File: src/rtl/core/fp16_dot_product_fp32_accumulate_unit_defines.svh
// assertion macros for the fp16 dot product unit
// the enclosing module provides clk_i and rst_ni
`ifndef FP16_DOT_PRODUCT_FP32_ACCUMULATE_UNIT_DEFINES_SVH
`define FP16_DOT_PRODUCT_FP32_ACCUMULATE_UNIT_DEFINES_SVH

// same-cycle implication
`define FPDP_ASSERT_IMP(lbl, ante, cons) \
  lbl: assert property (@(posedge clk_i) disable iff (!rst_ni) (ante) |-> (cons)) \
    else $error("fpdp same-cycle check failed");

// next-cycle implication
`define FPDP_ASSERT_NXT(lbl, ante, cons) \
  lbl: assert property (@(posedge clk_i) disable iff (!rst_ni) (ante) |=> (cons)) \
    else $error("fpdp next-cycle check failed");

`endif

File: src/rtl/core/fpdp_pkg.sv
package fpdp_pkg;

  localparam logic [31:0] QNAN_BITS = 32'h7FC0_0000;

  // one queued word: both exact products plus the accumulator operand
  typedef struct packed {
    logic [31:0] p0;
    logic [31:0] p1;
    logic [31:0] acc;
    logic        last;
  } fpdp_entry_t;

  // adder state between alignment and rounding
  typedef struct packed {
    logic        nan;
    logic        inf;
    logic        sign;
    logic [8:0]  exp;
    logic [27:0] mag;
  } fpdp_align_t;

  typedef enum logic [2:0] {
    FPDP_IDLE,
    FPDP_PAIR_AL,
    FPDP_PAIR_RN,
    FPDP_SUM_AL,
    FPDP_SUM_RN,
    FPDP_ACC_AL,
    FPDP_ACC_RN
  } fpdp_state_e;

  typedef struct packed {
    logic pop;
    logic ld_s1;
    logic ld_pair;
    logic ld_sum;
    logic ld_out;
  } fpdp_ctl_t;

  typedef struct packed {
    logic        busy;
    fpdp_state_e state;
  } fpdp_status_t;

  // exact binary16 to binary32 widening
  function automatic logic [31:0] f16_widen(input logic [15:0] h);
    logic [4:0] e;
    logic [9:0] m;
    logic [9:0] mn;
    logic [3:0] lz;
    logic       found;
    logic [31:0] r;
    e = h[14:10];
    m = h[9:0];
    lz = 4'd0;
    found = 1'b0;
    for (int i = 9; i >= 0; i--) begin
      if (!found && m[i]) begin
        lz = 4'(9 - i);
        found = 1'b1;
      end
    end
    mn = 10'(m << (lz + 4'd1));
    if (e == 5'h1F) begin
      r = {h[15], 8'hFF, m, 13'd0};
    end else if (e == 5'd0) begin
      if (m == 10'd0) r = {h[15], 31'd0};
      else r = {h[15], 8'd112 - {4'd0, lz}, mn, 13'd0};
    end else begin
      r = {h[15], {3'd0, e} + 8'd112, m, 13'd0};
    end
    return r;
  endfunction

  // product of two widened halves, exact in binary32
  function automatic logic [31:0] f32_mul_exact(input logic [31:0] a, input logic [31:0] b);
    logic        s;
    logic        na, nb, ia, ib, za, zb;
    logic [21:0] p;
    logic [9:0]  e;
    logic [9:0]  e1;
    logic [31:0] r;
    s  = a[31] ^ b[31];
    na = (a[30:23] == 8'hFF) && (a[22:0] != 23'd0);
    nb = (b[30:23] == 8'hFF) && (b[22:0] != 23'd0);
    ia = (a[30:23] == 8'hFF) && (a[22:0] == 23'd0);
    ib = (b[30:23] == 8'hFF) && (b[22:0] == 23'd0);
    za = (a[30:23] == 8'd0);
    zb = (b[30:23] == 8'd0);
    p  = {1'b1, a[22:13]} * {1'b1, b[22:13]};
    e  = {2'd0, a[30:23]} + {2'd0, b[30:23]} - 10'd127;
    e1 = e + 10'd1;
    if (na || nb || (ia && zb) || (za && ib)) r = QNAN_BITS;
    else if (ia || ib) r = {s, 8'hFF, 23'd0};
    else if (za || zb) r = {s, 31'd0};
    else if (p[21]) r = {s, e1[7:0], p[20:0], 2'd0};
    else r = {s, e[7:0], p[19:0], 3'd0};
    return r;
  endfunction

  // first adder half: order, align with sticky, add or subtract
  function automatic fpdp_align_t f32_add_align(input logic [31:0] x, input logic [31:0] y);
    logic        xn, yn, xi, yi;
    logic [31:0] bg, sm;
    logic [7:0]  eb, es, d;
    logic [4:0]  d5;
    logic [26:0] xb, ys, sh;
    logic        lost;
    fpdp_align_t r;
    xn = (x[30:23] == 8'hFF) && (x[22:0] != 23'd0);
    yn = (y[30:23] == 8'hFF) && (y[22:0] != 23'd0);
    xi = (x[30:23] == 8'hFF) && (x[22:0] == 23'd0);
    yi = (y[30:23] == 8'hFF) && (y[22:0] == 23'd0);
    if (x[30:0] >= y[30:0]) begin
      bg = x;
      sm = y;
    end else begin
      bg = y;
      sm = x;
    end
    eb = (bg[30:23] == 8'd0) ? 8'd1 : bg[30:23];
    es = (sm[30:23] == 8'd0) ? 8'd1 : sm[30:23];
    d  = eb - es;
    d5 = (d > 8'd27) ? 5'd27 : d[4:0];
    xb = {bg[30:23] != 8'd0, bg[22:0], 3'd0};
    ys = {sm[30:23] != 8'd0, sm[22:0], 3'd0};
    sh = ys >> d5;
    lost = |(ys & ~(27'h7FF_FFFF << d5));
    sh[0] = sh[0] | lost;
    r.exp = {1'b0, eb};
    r.nan = xn || yn || (xi && yi && (x[31] != y[31]));
    r.inf = xi || yi;
    if (bg[31] == sm[31]) r.mag = {1'b0, xb} + {1'b0, sh};
    else r.mag = {1'b0, xb} - {1'b0, sh};
    if (xi || yi) r.sign = xi ? x[31] : y[31];
    else if ((bg[31] != sm[31]) && (r.mag == 28'd0)) r.sign = 1'b0;
    else r.sign = bg[31];
    return r;
  endfunction

  // second adder half: normalize, round to nearest even, pack
  function automatic logic [31:0] f32_add_round(input fpdp_align_t a);
    logic [26:0] n;
    logic [8:0]  e;
    logic [8:0]  lim;
    logic [4:0]  lz;
    logic [8:0]  sh;
    logic        found;
    logic [7:0]  ef;
    logic        rnd;
    logic [30:0] body;
    logic [31:0] r;
    lz = 5'd27;
    found = 1'b0;
    for (int i = 26; i >= 0; i--) begin
      if (!found && a.mag[i]) begin
        lz = 5'(26 - i);
        found = 1'b1;
      end
    end
    lim = a.exp - 9'd1;
    sh  = ({4'd0, lz} < lim) ? {4'd0, lz} : lim;
    if (a.mag[27]) begin
      n = {a.mag[27:2], a.mag[1] | a.mag[0]};
      e = a.exp + 9'd1;
    end else begin
      n = a.mag[26:0] << sh;
      e = a.exp - sh;
    end
    ef   = n[26] ? e[7:0] : 8'd0;
    rnd  = n[2] & (n[1] | n[0] | n[3]);
    body = {ef, n[25:3]} + {30'd0, rnd};
    if (a.nan) r = QNAN_BITS;
    else if (a.inf || (e >= 9'd255)) r = {a.sign, 8'hFF, 23'd0};
    else r = {a.sign, body};
    return r;
  endfunction

endpackage

File: src/rtl/core/fpdp_front.sv
module fpdp_front
  import fpdp_pkg::*;
(
  input  logic        clk_i,
  input  logic        rst_ni,
  input  logic        in_valid_i,
  output logic        in_stall_o,
  input  logic [31:0] a_pair_i,
  input  logic [31:0] b_pair_i,
  input  logic [31:0] acc_in_i,
  input  logic        last_i,
  output logic        push_o,
  output fpdp_entry_t entry_o,
  input  logic        q_full_i
);

  logic        valid_q, valid_d;
  fpdp_entry_t entry_q;
  logic        take;

  assign push_o     = valid_q && !q_full_i;
  assign in_stall_o = valid_q && q_full_i;
  assign take       = in_valid_i && !in_stall_o;
  assign entry_o    = entry_q;

  always_comb begin
    valid_d = valid_q;
    if (take) valid_d = 1'b1;
    else if (push_o) valid_d = 1'b0;
  end

  always_ff @(posedge clk_i or negedge rst_ni) begin
    if (!rst_ni) valid_q <= 1'b0;
    else valid_q <= valid_d;
  end

  // products are exact, so they are formed right at the input
  always_ff @(posedge clk_i) begin
    if (take) begin
      entry_q.p0   <= f32_mul_exact(f16_widen(a_pair_i[15:0]), f16_widen(b_pair_i[15:0]));
      entry_q.p1   <= f32_mul_exact(f16_widen(a_pair_i[31:16]), f16_widen(b_pair_i[31:16]));
      entry_q.acc  <= acc_in_i;
      entry_q.last <= last_i;
    end
  end

endmodule

File: src/rtl/core/fpdp_queue.sv
module fpdp_queue
  import fpdp_pkg::*;
#(
  parameter int Depth = 2
) (
  input  logic                       clk_i,
  input  logic                       rst_ni,
  input  logic                       push_i,
  input  fpdp_entry_t                entry_i,
  output logic                       full_o,
  input  logic                       pop_i,
  output logic                       valid_o,
  output fpdp_entry_t                head_o,
  output logic [$clog2(Depth+1)-1:0] level_o
);

  localparam int PtrW = (Depth > 1) ? $clog2(Depth) : 1;
  localparam int CntW = $clog2(Depth + 1);

  fpdp_entry_t         mem_q [Depth];
  logic [PtrW-1:0]     wr_q, wr_d, rd_q, rd_d;
  logic [CntW-1:0]     cnt_q, cnt_d;

  assign full_o  = (cnt_q == CntW'(Depth));
  assign valid_o = (cnt_q != '0);
  assign head_o  = mem_q[rd_q];
  assign level_o = cnt_q;

  always_comb begin
    wr_d  = wr_q;
    rd_d  = rd_q;
    cnt_d = cnt_q;
    if (push_i) wr_d = (wr_q == PtrW'(Depth - 1)) ? '0 : wr_q + PtrW'(1);
    if (pop_i) rd_d = (rd_q == PtrW'(Depth - 1)) ? '0 : rd_q + PtrW'(1);
    if (push_i && !pop_i) cnt_d = cnt_q + CntW'(1);
    else if (pop_i && !push_i) cnt_d = cnt_q - CntW'(1);
  end

  always_ff @(posedge clk_i or negedge rst_ni) begin
    if (!rst_ni) begin
      wr_q  <= '0;
      rd_q  <= '0;
      cnt_q <= '0;
    end else begin
      wr_q  <= wr_d;
      rd_q  <= rd_d;
      cnt_q <= cnt_d;
    end
  end

  always_ff @(posedge clk_i) begin
    if (push_i) mem_q[wr_q] <= entry_i;
  end

endmodule

File: src/rtl/core/fpdp_back.sv
module fpdp_back
  import fpdp_pkg::*;
(
  input  logic         clk_i,
  input  logic         rst_ni,
  input  logic         q_valid_i,
  input  fpdp_entry_t  q_head_i,
  output logic         pop_o,
  output logic         out_valid_o,
  input  logic         out_stall_i,
  output logic [31:0]  result_o,
  output fpdp_status_t status_o
);

  fpdp_state_e state_q, state_d;
  fpdp_ctl_t   ctl;
  fpdp_entry_t cur_q;
  fpdp_align_t s1_q;
  logic [31:0] pair_q, sum_q, result_q;
  logic        out_valid_q, out_valid_d;
  logic        out_free;
  logic [31:0] op_a, op_b, rnd;

  assign out_free = !out_valid_q || !out_stall_i;
  assign rnd      = f32_add_round(s1_q);

  always_comb begin
    state_d = state_q;
    unique case (state_q)
      FPDP_IDLE:    if (q_valid_i) state_d = FPDP_PAIR_AL;
      FPDP_PAIR_AL: state_d = FPDP_PAIR_RN;
      FPDP_PAIR_RN: state_d = FPDP_SUM_AL;
      FPDP_SUM_AL:  state_d = FPDP_SUM_RN;
      FPDP_SUM_RN: begin
        if (cur_q.last) state_d = FPDP_ACC_AL;
        else state_d = q_valid_i ? FPDP_PAIR_AL : FPDP_IDLE;
      end
      FPDP_ACC_AL:  state_d = FPDP_ACC_RN;
      FPDP_ACC_RN: begin
        if (out_free) state_d = q_valid_i ? FPDP_PAIR_AL : FPDP_IDLE;
      end
      default:      state_d = FPDP_IDLE;
    endcase
  end

  always_comb begin
    ctl  = '0;
    op_a = sum_q;
    op_b = pair_q;
    unique case (state_q)
      FPDP_IDLE:    ctl.pop = q_valid_i;
      FPDP_PAIR_AL: begin
        ctl.ld_s1 = 1'b1;
        op_a = cur_q.p0;
        op_b = cur_q.p1;
      end
      FPDP_PAIR_RN: ctl.ld_pair = 1'b1;
      FPDP_SUM_AL:  ctl.ld_s1 = 1'b1;
      FPDP_SUM_RN: begin
        ctl.ld_sum = 1'b1;
        ctl.pop    = !cur_q.last && q_valid_i;
      end
      FPDP_ACC_AL: begin
        ctl.ld_s1 = 1'b1;
        op_b = cur_q.acc;
      end
      FPDP_ACC_RN: begin
        ctl.ld_out = out_free;
        ctl.pop    = out_free && q_valid_i;
      end
      default:      ctl = '0;
    endcase
  end

  always_comb begin
    out_valid_d = out_valid_q;
    if (ctl.ld_out) out_valid_d = 1'b1;
    else if (!out_stall_i) out_valid_d = 1'b0;
  end

  always_ff @(posedge clk_i or negedge rst_ni) begin
    if (!rst_ni) begin
      state_q     <= FPDP_IDLE;
      out_valid_q <= 1'b0;
      sum_q       <= '0;
    end else begin
      state_q     <= state_d;
      out_valid_q <= out_valid_d;
      if (ctl.ld_out) sum_q <= '0;
      else if (ctl.ld_sum) sum_q <= rnd;
    end
  end

  always_ff @(posedge clk_i) begin
    if (ctl.pop) cur_q <= q_head_i;
    if (ctl.ld_s1) s1_q <= f32_add_align(op_a, op_b);
    if (ctl.ld_pair) pair_q <= rnd;
    if (ctl.ld_out) result_q <= rnd;
  end

  assign pop_o           = ctl.pop;
  assign out_valid_o     = out_valid_q;
  assign result_o        = result_q;
  assign status_o.busy   = (state_q != FPDP_IDLE);
  assign status_o.state  = state_q;

endmodule

File: src/rtl/core/fp16_dot_product_fp32_accumulate_unit.sv
// channel  | handshake                 | payload
// ---------+---------------------------+--------------------------------------
// input    | in_valid_i / in_stall_o   | a_pair_i, b_pair_i, acc_in_i, last_i
// output   | out_valid_o / out_stall_i | result_o
//
// in the back end a word makes two passes of the shared two-stage fp32 adder
// (p0 + p1, then the running sum plus that pair); a word marked last makes a
// third, adding acc_in_i; a new word is taken only once the last is through
// reset clears the running sum to +0, the queue and both valid flags
// the front keeps taking words while the queue has room, even with a result held
`include "fp16_dot_product_fp32_accumulate_unit_defines.svh"

module fp16_dot_product_fp32_accumulate_unit
  import fpdp_pkg::*;
#(
  parameter int QueueDepth = 2
) (
  input  logic        clk_i,
  input  logic        rst_ni,
  input  logic        in_valid_i,
  output logic        in_stall_o,
  input  logic [31:0] a_pair_i,
  input  logic [31:0] b_pair_i,
  input  logic [31:0] acc_in_i,
  input  logic        last_i,
  output logic        out_valid_o,
  input  logic        out_stall_i,
  output logic [31:0] result_o
);

  localparam int LevelW = $clog2(QueueDepth + 1);

  // front to queue
  logic        push;
  fpdp_entry_t push_entry;
  logic        q_full;

  // queue to back
  logic              q_valid;
  fpdp_entry_t       q_head;
  logic              pop;
  logic [LevelW-1:0] q_level;

  fpdp_status_t back_st;

  // decode halves and form the exact products
  fpdp_front u_front (
    .clk_i      (clk_i),
    .rst_ni     (rst_ni),
    .in_valid_i (in_valid_i),
    .in_stall_o (in_stall_o),
    .a_pair_i   (a_pair_i),
    .b_pair_i   (b_pair_i),
    .acc_in_i   (acc_in_i),
    .last_i     (last_i),
    .push_o     (push),
    .entry_o    (push_entry),
    .q_full_i   (q_full)
  );

  // decouples the product stage from the adder loop
  fpdp_queue #(
    .Depth (QueueDepth)
  ) u_queue (
    .clk_i   (clk_i),
    .rst_ni  (rst_ni),
    .push_i  (push),
    .entry_i (push_entry),
    .full_o  (q_full),
    .pop_i   (pop),
    .valid_o (q_valid),
    .head_o  (q_head),
    .level_o (q_level)
  );

  // sequenced accumulation and output register
  fpdp_back u_back (
    .clk_i       (clk_i),
    .rst_ni      (rst_ni),
    .q_valid_i   (q_valid),
    .q_head_i    (q_head),
    .pop_o       (pop),
    .out_valid_o (out_valid_o),
    .out_stall_i (out_stall_i),
    .result_o    (result_o),
    .status_o    (back_st)
  );

  // a result only appears after the final rounding pass
  `FPDP_ASSERT_IMP(a_out_after_round, $rose(out_valid_o), $past(back_st.state == FPDP_ACC_RN))
  // queue never holds more than its depth
  `FPDP_ASSERT_IMP(a_queue_level, 1'b1, q_level <= LevelW'(QueueDepth))
  // final pass waits while the held result is not taken
  `FPDP_ASSERT_NXT(a_hold_final, (back_st.state == FPDP_ACC_RN) && out_valid_o && out_stall_i,
                   back_st.state == FPDP_ACC_RN)

endmodule
File: config.mk
export PLATFORM = sky130hd
export DESIGN_NAME = fp16_dot_product_fp32_accumulate_unit
export DESIGN_NICKNAME = d
export VERILOG_FILES = /design/src/rtl/core/fpdp_pkg.sv /design/src/rtl/core/fpdp_front.sv /design/src/rtl/core/fpdp_queue.sv /design/src/rtl/core/fpdp_back.sv /design/src/rtl/core/fp16_dot_product_fp32_accumulate_unit.sv
export VERILOG_INCLUDE_DIRS = /design/src /design/src/rtl/core
export SDC_FILE = /design/constraint.sdc
export NUM_CORES = 2
export LEC_CHECK = 0
export BUFFER_PORTS_ARGS = -buffer_cell sky130_fd_sc_hd__buf_2
export CAP_MARGIN = 40
export CORE_ASPECT_RATIO = 1.2
export CORE_MARGIN = 1
export CORE_UTILIZATION = 45
export CTS_BUF_LIST = sky130_fd_sc_hd__clkbuf_4 sky130_fd_sc_hd__clkbuf_8
export DETAILED_ROUTE_END_ITERATION = 8
export MAX_ROUTING_LAYER = met4
export PLACE_DENSITY = 0.62
export SKIP_CTS_REPAIR_TIMING = 1
export SLEW_MARGIN = 20
export SYNTH_ARGS = -nofsm -noshare
export SYNTH_HDL_FRONTEND = slang
export SYNTH_SLANG_ARGS = --single-unit
File: constraint.sdc
create_clock -name clk_i -period 30.6 [get_ports clk_i]
set_clock_uncertainty 0.1 [all_clocks]
set_input_delay 1.53 -clock clk_i [delete_from_list [all_inputs] [get_ports clk_i]]
set_output_delay 1.53 -clock clk_i [all_outputs]
set_load 0.01 [all_outputs]
* Word-level counts from Yosys, hierarchy flattened
Memories as Yosys holds them, arrays and structs flattened. A register that Yosys moved wholly into a read port is not among the register bits.
Index checks and enable logic that the tools add are counted.
** Storage, ports and cells
- Register bits after elaboration :: 241
- RAM bits :: 194
- Input port bits :: 101
- Output and inout port bits :: 34
- Memories :: 1
** Cells by class
- $add $sub $neg :: 29
- Multipliers :: 2
- Order comparisons :: 4
- Eq/ne operators :: 23
- Shift operators :: 7
- Mux-type cells :: 229
- Bitwise gates (word level) :: 11
- Reductions and logical operators :: 215
** Memories
- u_queue.mem_q :: words 2, bits a word 97, rd ports 1, clocked after memory_dff 1, write ports 1, RTL line fpdp_queue.sv:20 : fpdp_entry_t mem_q [Depth];
** Operator list (count)
- 2-to-1 mux 31 bit :: 17
- 2-to-1 mux 32 bit :: 12
- 2-to-1 mux 5 bit :: 28
- logical NOT 23 bit :: 6
- nonzero test 23 bit :: 6
- 2-to-1 mux 1 bit :: 118
- logical AND 1 bit :: 88
- logical NOT 1 bit :: 69
- case mux 32 bit (2 select lines) :: 1
- 2-to-1 mux 3 bit :: 19
- 2-to-1 mux 28 bit :: 2
- == test 8 bit, second input constant :: 6
- logical NOT 8 bit :: 6
- 2-to-1 mux 4 bit :: 12
- 2-to-1 mux 23 bit :: 2
- multiplier 11 x 11 -> 22 bit :: 2
- logical NOT 10 bit :: 4
- << shifter 10 x 4 -> 10 bit :: 4
- adder 5 x 7 -> 8 bit, second input constant :: 4
- subtractor 7 x 4 -> 8 bit, first input constant :: 4
- adder 31 x 1 -> 31 bit :: 1
- >= comparator 31 bit :: 1
- adder 27 x 27 -> 28 bit :: 1
- logical NOT 28 bit :: 1
- other kinds (48) :: 106

* Logic depth before layout (Yosys ltp)
- Word-level depth :: 91
- Gate-level depth with buffers :: 69
- Mapped depth without buffers :: 57

* Hierarchy
Synthesis repeated with hierarchy kept, for this count alone.
** Second synthesis, totals
- Cell total of the unflattened synthesis :: 4288
- Area total of the unflattened synthesis :: 42049.1 um^2
** Modules (own cells, without submodules)
- fpdp_back :: instances 1, cells an instance 2136, area each 19100.8 um^2, sequential area each 6906.6 um^2
- fpdp_front :: instances 1, cells an instance 1834, area each 15686.3 um^2, sequential area each 2817.7 um^2
- fpdp_queue :: instances 1, cells an instance 318, area each 7262.0 um^2, sequential area each 5925.7 um^2

* Worst setup path before layout
OpenSTA, ideal clock, no wires.
- Kind :: reg2reg
- From :: reg u_back.state_q[2]
- To :: reg u_back.s1_q[37] in the netlist's numbering (data pin)
- Setup time :: 0.274 ns
- Arrival time :: 13.238 ns
- Setup slack :: 16.989 ns
- Cell stages (with the launch flop) :: 66
- Buffers on the path :: 14
- Cells stage by stage :: dfrtp_1 -> buf_2 -> nor3b_1 -> buf_2 -> buf_2 -> buf_2 -> buf_2 -> mux2i_1 -> inv_1 -> ha_1 -> a21oi_1 -> o21ai_0 -> a221oi_1 -> nor2_1 -> nand3b_1 -> a211oi_1 -> clkbuf_1 -> clkbuf_1 -> (+30 left out) -> a21oi_1 -> o21bai_1 -> a21o_1 -> a21o_1 -> a311o_1 -> o31ai_1 -> o41ai_1 -> a21oi_1 -> nor2_1 -> nor4_1 -> nor3_1 -> a211oi_1 -> xnor2_1 -> or4_1 -> nor4_2 -> nand4_1 -> o21ai_1 -> o211ai_1
** Between the ends
- Word-level cells in the longest chain between the ends :: 22
- Elaborated cells on any way between the ends :: 42
** Ends and longest elaborated chain
- start: declaration :: RTL line fpdp_back.sv:15 : fpdp_state_e state_q, state_d;
- start signal: assignment :: RTL line fpdp_back.sv:87 : state_q <= state_d;
- == test 3 bit / == test 3 x 1 -> 1 bit (equally long branches) :: RTL line fpdp_back.sv:50 : unique case (state_q)
- case mux 32 bit (2 select lines) / 2-to-1 mux 32 bit (equally long branches) :: RTL line fpdp_back.sv:50
- >= comparator 31 bit :: RTL line fpdp_pkg.sv:114 : if (x[30:0] >= y[30:0]) begin
- 2-to-1 mux 32 bit :: RTL line fpdp_pkg.sv:114
- 2-to-1 mux 32 bit :: RTL line fpdp_back.sv:96 : if (ctl.ld_s1) s1_q <= f32_add_align(op_a, op_b);
- logical NOT 8 bit, on equally long branches :: RTL line fpdp_pkg.sv:121, fpdp_pkg.sv:122
- 2-to-1 mux 8 bit, on equally long branches :: RTL line fpdp_pkg.sv:121, fpdp_pkg.sv:122
- subtractor 8 bit :: RTL line fpdp_pkg.sv:123 : d = eb - es;
- (+6 left out)
- bitwise OR 1 bit :: RTL line fpdp_pkg.sv:129 : sh[0] = sh[0] | lost;
- subtractor 27 x 27 -> 28 bit / adder 27 x 27 -> 28 bit (equally long branches) :: RTL line fpdp_pkg.sv:134, fpdp_pkg.sv:133
- 2-to-1 mux 28 bit :: RTL line fpdp_pkg.sv:133 : if (bg[31] == sm[31]) r.mag = {1'b0, xb} + {1'b0, sh};
- 2-to-1 mux 28 bit :: RTL line fpdp_back.sv:96
- logical NOT 28 bit :: RTL line fpdp_pkg.sv:136 : else if ((bg[31] != sm[31]) && (r.mag == 28'd0)) r.sign = 1'b0;
- logical AND 1 bit :: RTL line fpdp_pkg.sv:136
- 2-to-1 mux 1 bit :: RTL line fpdp_pkg.sv:136
- 2-to-1 mux 1 bit * :: RTL line fpdp_pkg.sv:135 : if (xi || yi) r.sign = xi ? x[31] : y[31];
- end signal: assignment :: RTL line fpdp_back.sv:96
- end: declaration :: RTL line fpdp_back.sv:18 : fpdp_align_t s1_q;
Mark *: on every way between the ends. The rest lies on a longest branch, timed or not. The select of a mux whose other input is x is not followed.
A chain may end at the register's enable or synchronous reset.

* Worst setup path after layout
- From :: reg u_back.state_q[1]
- To :: reg u_back.s1_q[37] in the netlist's numbering (data pin)
Same word-level chain as after synthesis.

==> results.ini <==
[routing]
antenna_left=0
routedWlPerCell_um=23.0
drt_first_iter_violations=2767
dr_total_vias=33800
wirelength_mm=131
vias_per_cell=5.96
drcViolationCount=0
first_pass_iters=6

[logic_synthesis]
synthTopCellsByArea=edfxtp_1 35%, fa_1 8.0%, ha_1 7.6%
ys_seq_area_frac=0.372
yosys.cell_types.count=103
yosysWarnings=0
yosys.area.top_type=edfxtp_1
syn_avg_cell_area_um2=9.43
syn_inst=4354
synthTopCellsByCount=475 x edfxtp_1, 464 x nor2_1, 454 x nand2_1, 375 x inv_1, 372 x a21oi_1
synth_most_common_cell=edfxtp_1
synth_area_mm2=0.0411
synth-seq-cells=516
synth-async-reset-ratio=0.0795
synth_fp_nets=4869
synthFlopType=edfxtp_1
synth_edf_count=475
yosysTopAreaCellShare=0.347

[timing]
fin_crit_ps=14960
setup_viol_count_final=0
fmax_mhz=66.8
tns_ps=0
worst_pin_slew_ps=949
final-hold-violation-count=0
fin_crit_sh=0.489
slew_violations=0
relSlewSlack=0.367
rsz0062_at_grt=no

[die]
io-pin-count=135
coreArea_mm2=0.0905
rows=121
die_h_um=333
die_w_um=278
dieArea_mm2=0.0925
start_util=0.454

[grt]
grt_antenna_before_repair=4
grtUsageTotal=0.289
grt_pass1_wl_mm=200
grt-ovfl-total=0
grt_pass1_vias=33000
grt_max_degree=62

[clock_network]
cts.sinks=516
h-tree-depth=3
path_clk_slew_ps=70
cts_buffer_depth=3
cts_tree=done
cts_made_buffers=77
clockRootBuffer=clkbuf_8
clk_latency_ps=700

[cells_and_area]
fin_area_mm2=0.0448
drive_gt1_frac=0.120
n_fill_cell=8582
area_growth_pct=9.19
nets=4952
final_util=0.495

[worst_setup_path]
reg2reg_slack_ps=15640
cp.required_ps=30920
cp.arrival_ps=15280
slowest_delay_ps=670
critPathMostFrequentCell=a21oi_1
startpoint_type=flip-flop
endpoint_kind=flip-flop
critPathMaxFanout=61
cpMaxStageDelayCell=o21ai_0
critPathKind=reg2reg

[outcome]
status=complete, no violations

[place]
place_hpwl_mm=101
numPortBuffers=134
globalplace.congestion=1.01
dpl_cell_area_mm2=0.0432

[min_path]
hp-class=reg2reg

[run]
drv_cap=0

## placed cells by master (no fill, tap or decap), drive strengths merged, types with 21 or more instances in the layout
master and n:
edfxtp 475, nor2 467, nand2 456, inv 385, a21oi 373, ha 249, o21ai 233, buf 220
fa 165, mux2i 157, mux2 128, clkbuf 101, xnor2 99, nor3 99, nand3 85, a21o 48
nor4 43, dfrtp 41, a211oi 40, nand4 38, nand2b 36, o211ai 36, xor2 36, clkinv 31
a31oi 29, o31ai 28, o21bai 25, o22ai 25, and2 24, and3 21
## state kept, by name, indices dropped and copies added (netlist names)
| register | flops |
|---|---|
| u_queue.level_o | 2 |
| u_queue.wr_q | 1 |
| u_back.pair_q | 32 |
| u_back.result_o | 32 |
| u_back.state_q | 3 |
| u_back.cur_q | 93 |
| u_back.sum_q | 32 |
| u_queue.mem_q | 186 |
| u_back.s1_q | 39 |
| u_queue.rd_q | 1 |
| u_front.entry_o | 93 |
| u_front.valid_q | 1 |
| u_back.out_valid_o | 1 |
## through the flow
step,instances,worst slack [ps],hold slack [ps]
CTS,5664,15950,328
finish,5674,15640,334
global route,5672,14480,339
detailed placement,5522,15980,331
global placement,5507,15560,323
floorplan,4354,16990,321
## cells by family after synthesis
logic type	share of synthesized area
xor+xnor	0.0288
fa+ha+maj	0.156
buf+inv	0.0564
flops	0.372
compound gates	0.157
simple gates	0.150
mux	0.0793
## area by class of cell
class,count,area (um^2),area share
Tap cell,1168,1460,0.0326
Antenna cell,6,15.0,0.000335
Multi-Input combinational cell,3239,23600,0.526
Inverter,382,1430,0.0320
Clock buffer,100,1240,0.0278
Timing Repair Buffer,221,1430,0.0318
Sequential cell,516,15300,0.341
Clock inverter,42,373,0.00832
## worst paths after layout
check                                                   from                             end  cells after the start
setup / recovery               u_back.state_q[1]$_DFFE_PN0P_       u_back.s1_q[37]$_DFFE_PP_                     55
hold / removal             u_front.entry_o[86]$_SDFFCE_PP0P_  u_queue.mem_q[0][86]$_DFFE_PP_                      0
setup reg to reg               u_back.state_q[1]$_DFFE_PN0P_       u_back.s1_q[37]$_DFFE_PP_                     55
hold reg to reg            u_front.entry_o[86]$_SDFFCE_PP0P_  u_queue.mem_q[0][86]$_DFFE_PP_                      0
max in group asynchronous                             rst_ni     u_back.sum_q[8]$_DFFE_PN0P_                      2
min in group asynchronous                             rst_ni     u_front.valid_q$_DFFE_PN0P_                      1
## worst max-delay path, delay by kind of cell, from the launching register on
kind,cells,cell delay [ps]
compound gates,25,6080
simple gates,17,4600
mux,2,450
fa+ha+maj,4,1430
flops,1,530
xor+xnor,2,430
buf+inv,5,1030
## per-layer routing
metal	vias to the layer above	routed length, um	track usage
met4	0	5590	0.111
met3	317	7200	0.0341
met1	16400	52800	0.348
met2	1362	64900	0.493
li1	15700	-	-
met5	-	0	-
Power is left out: the tool's default activity adds up to more than one toggle a clock period on the data nets, which glitch-free logic cannot reach.
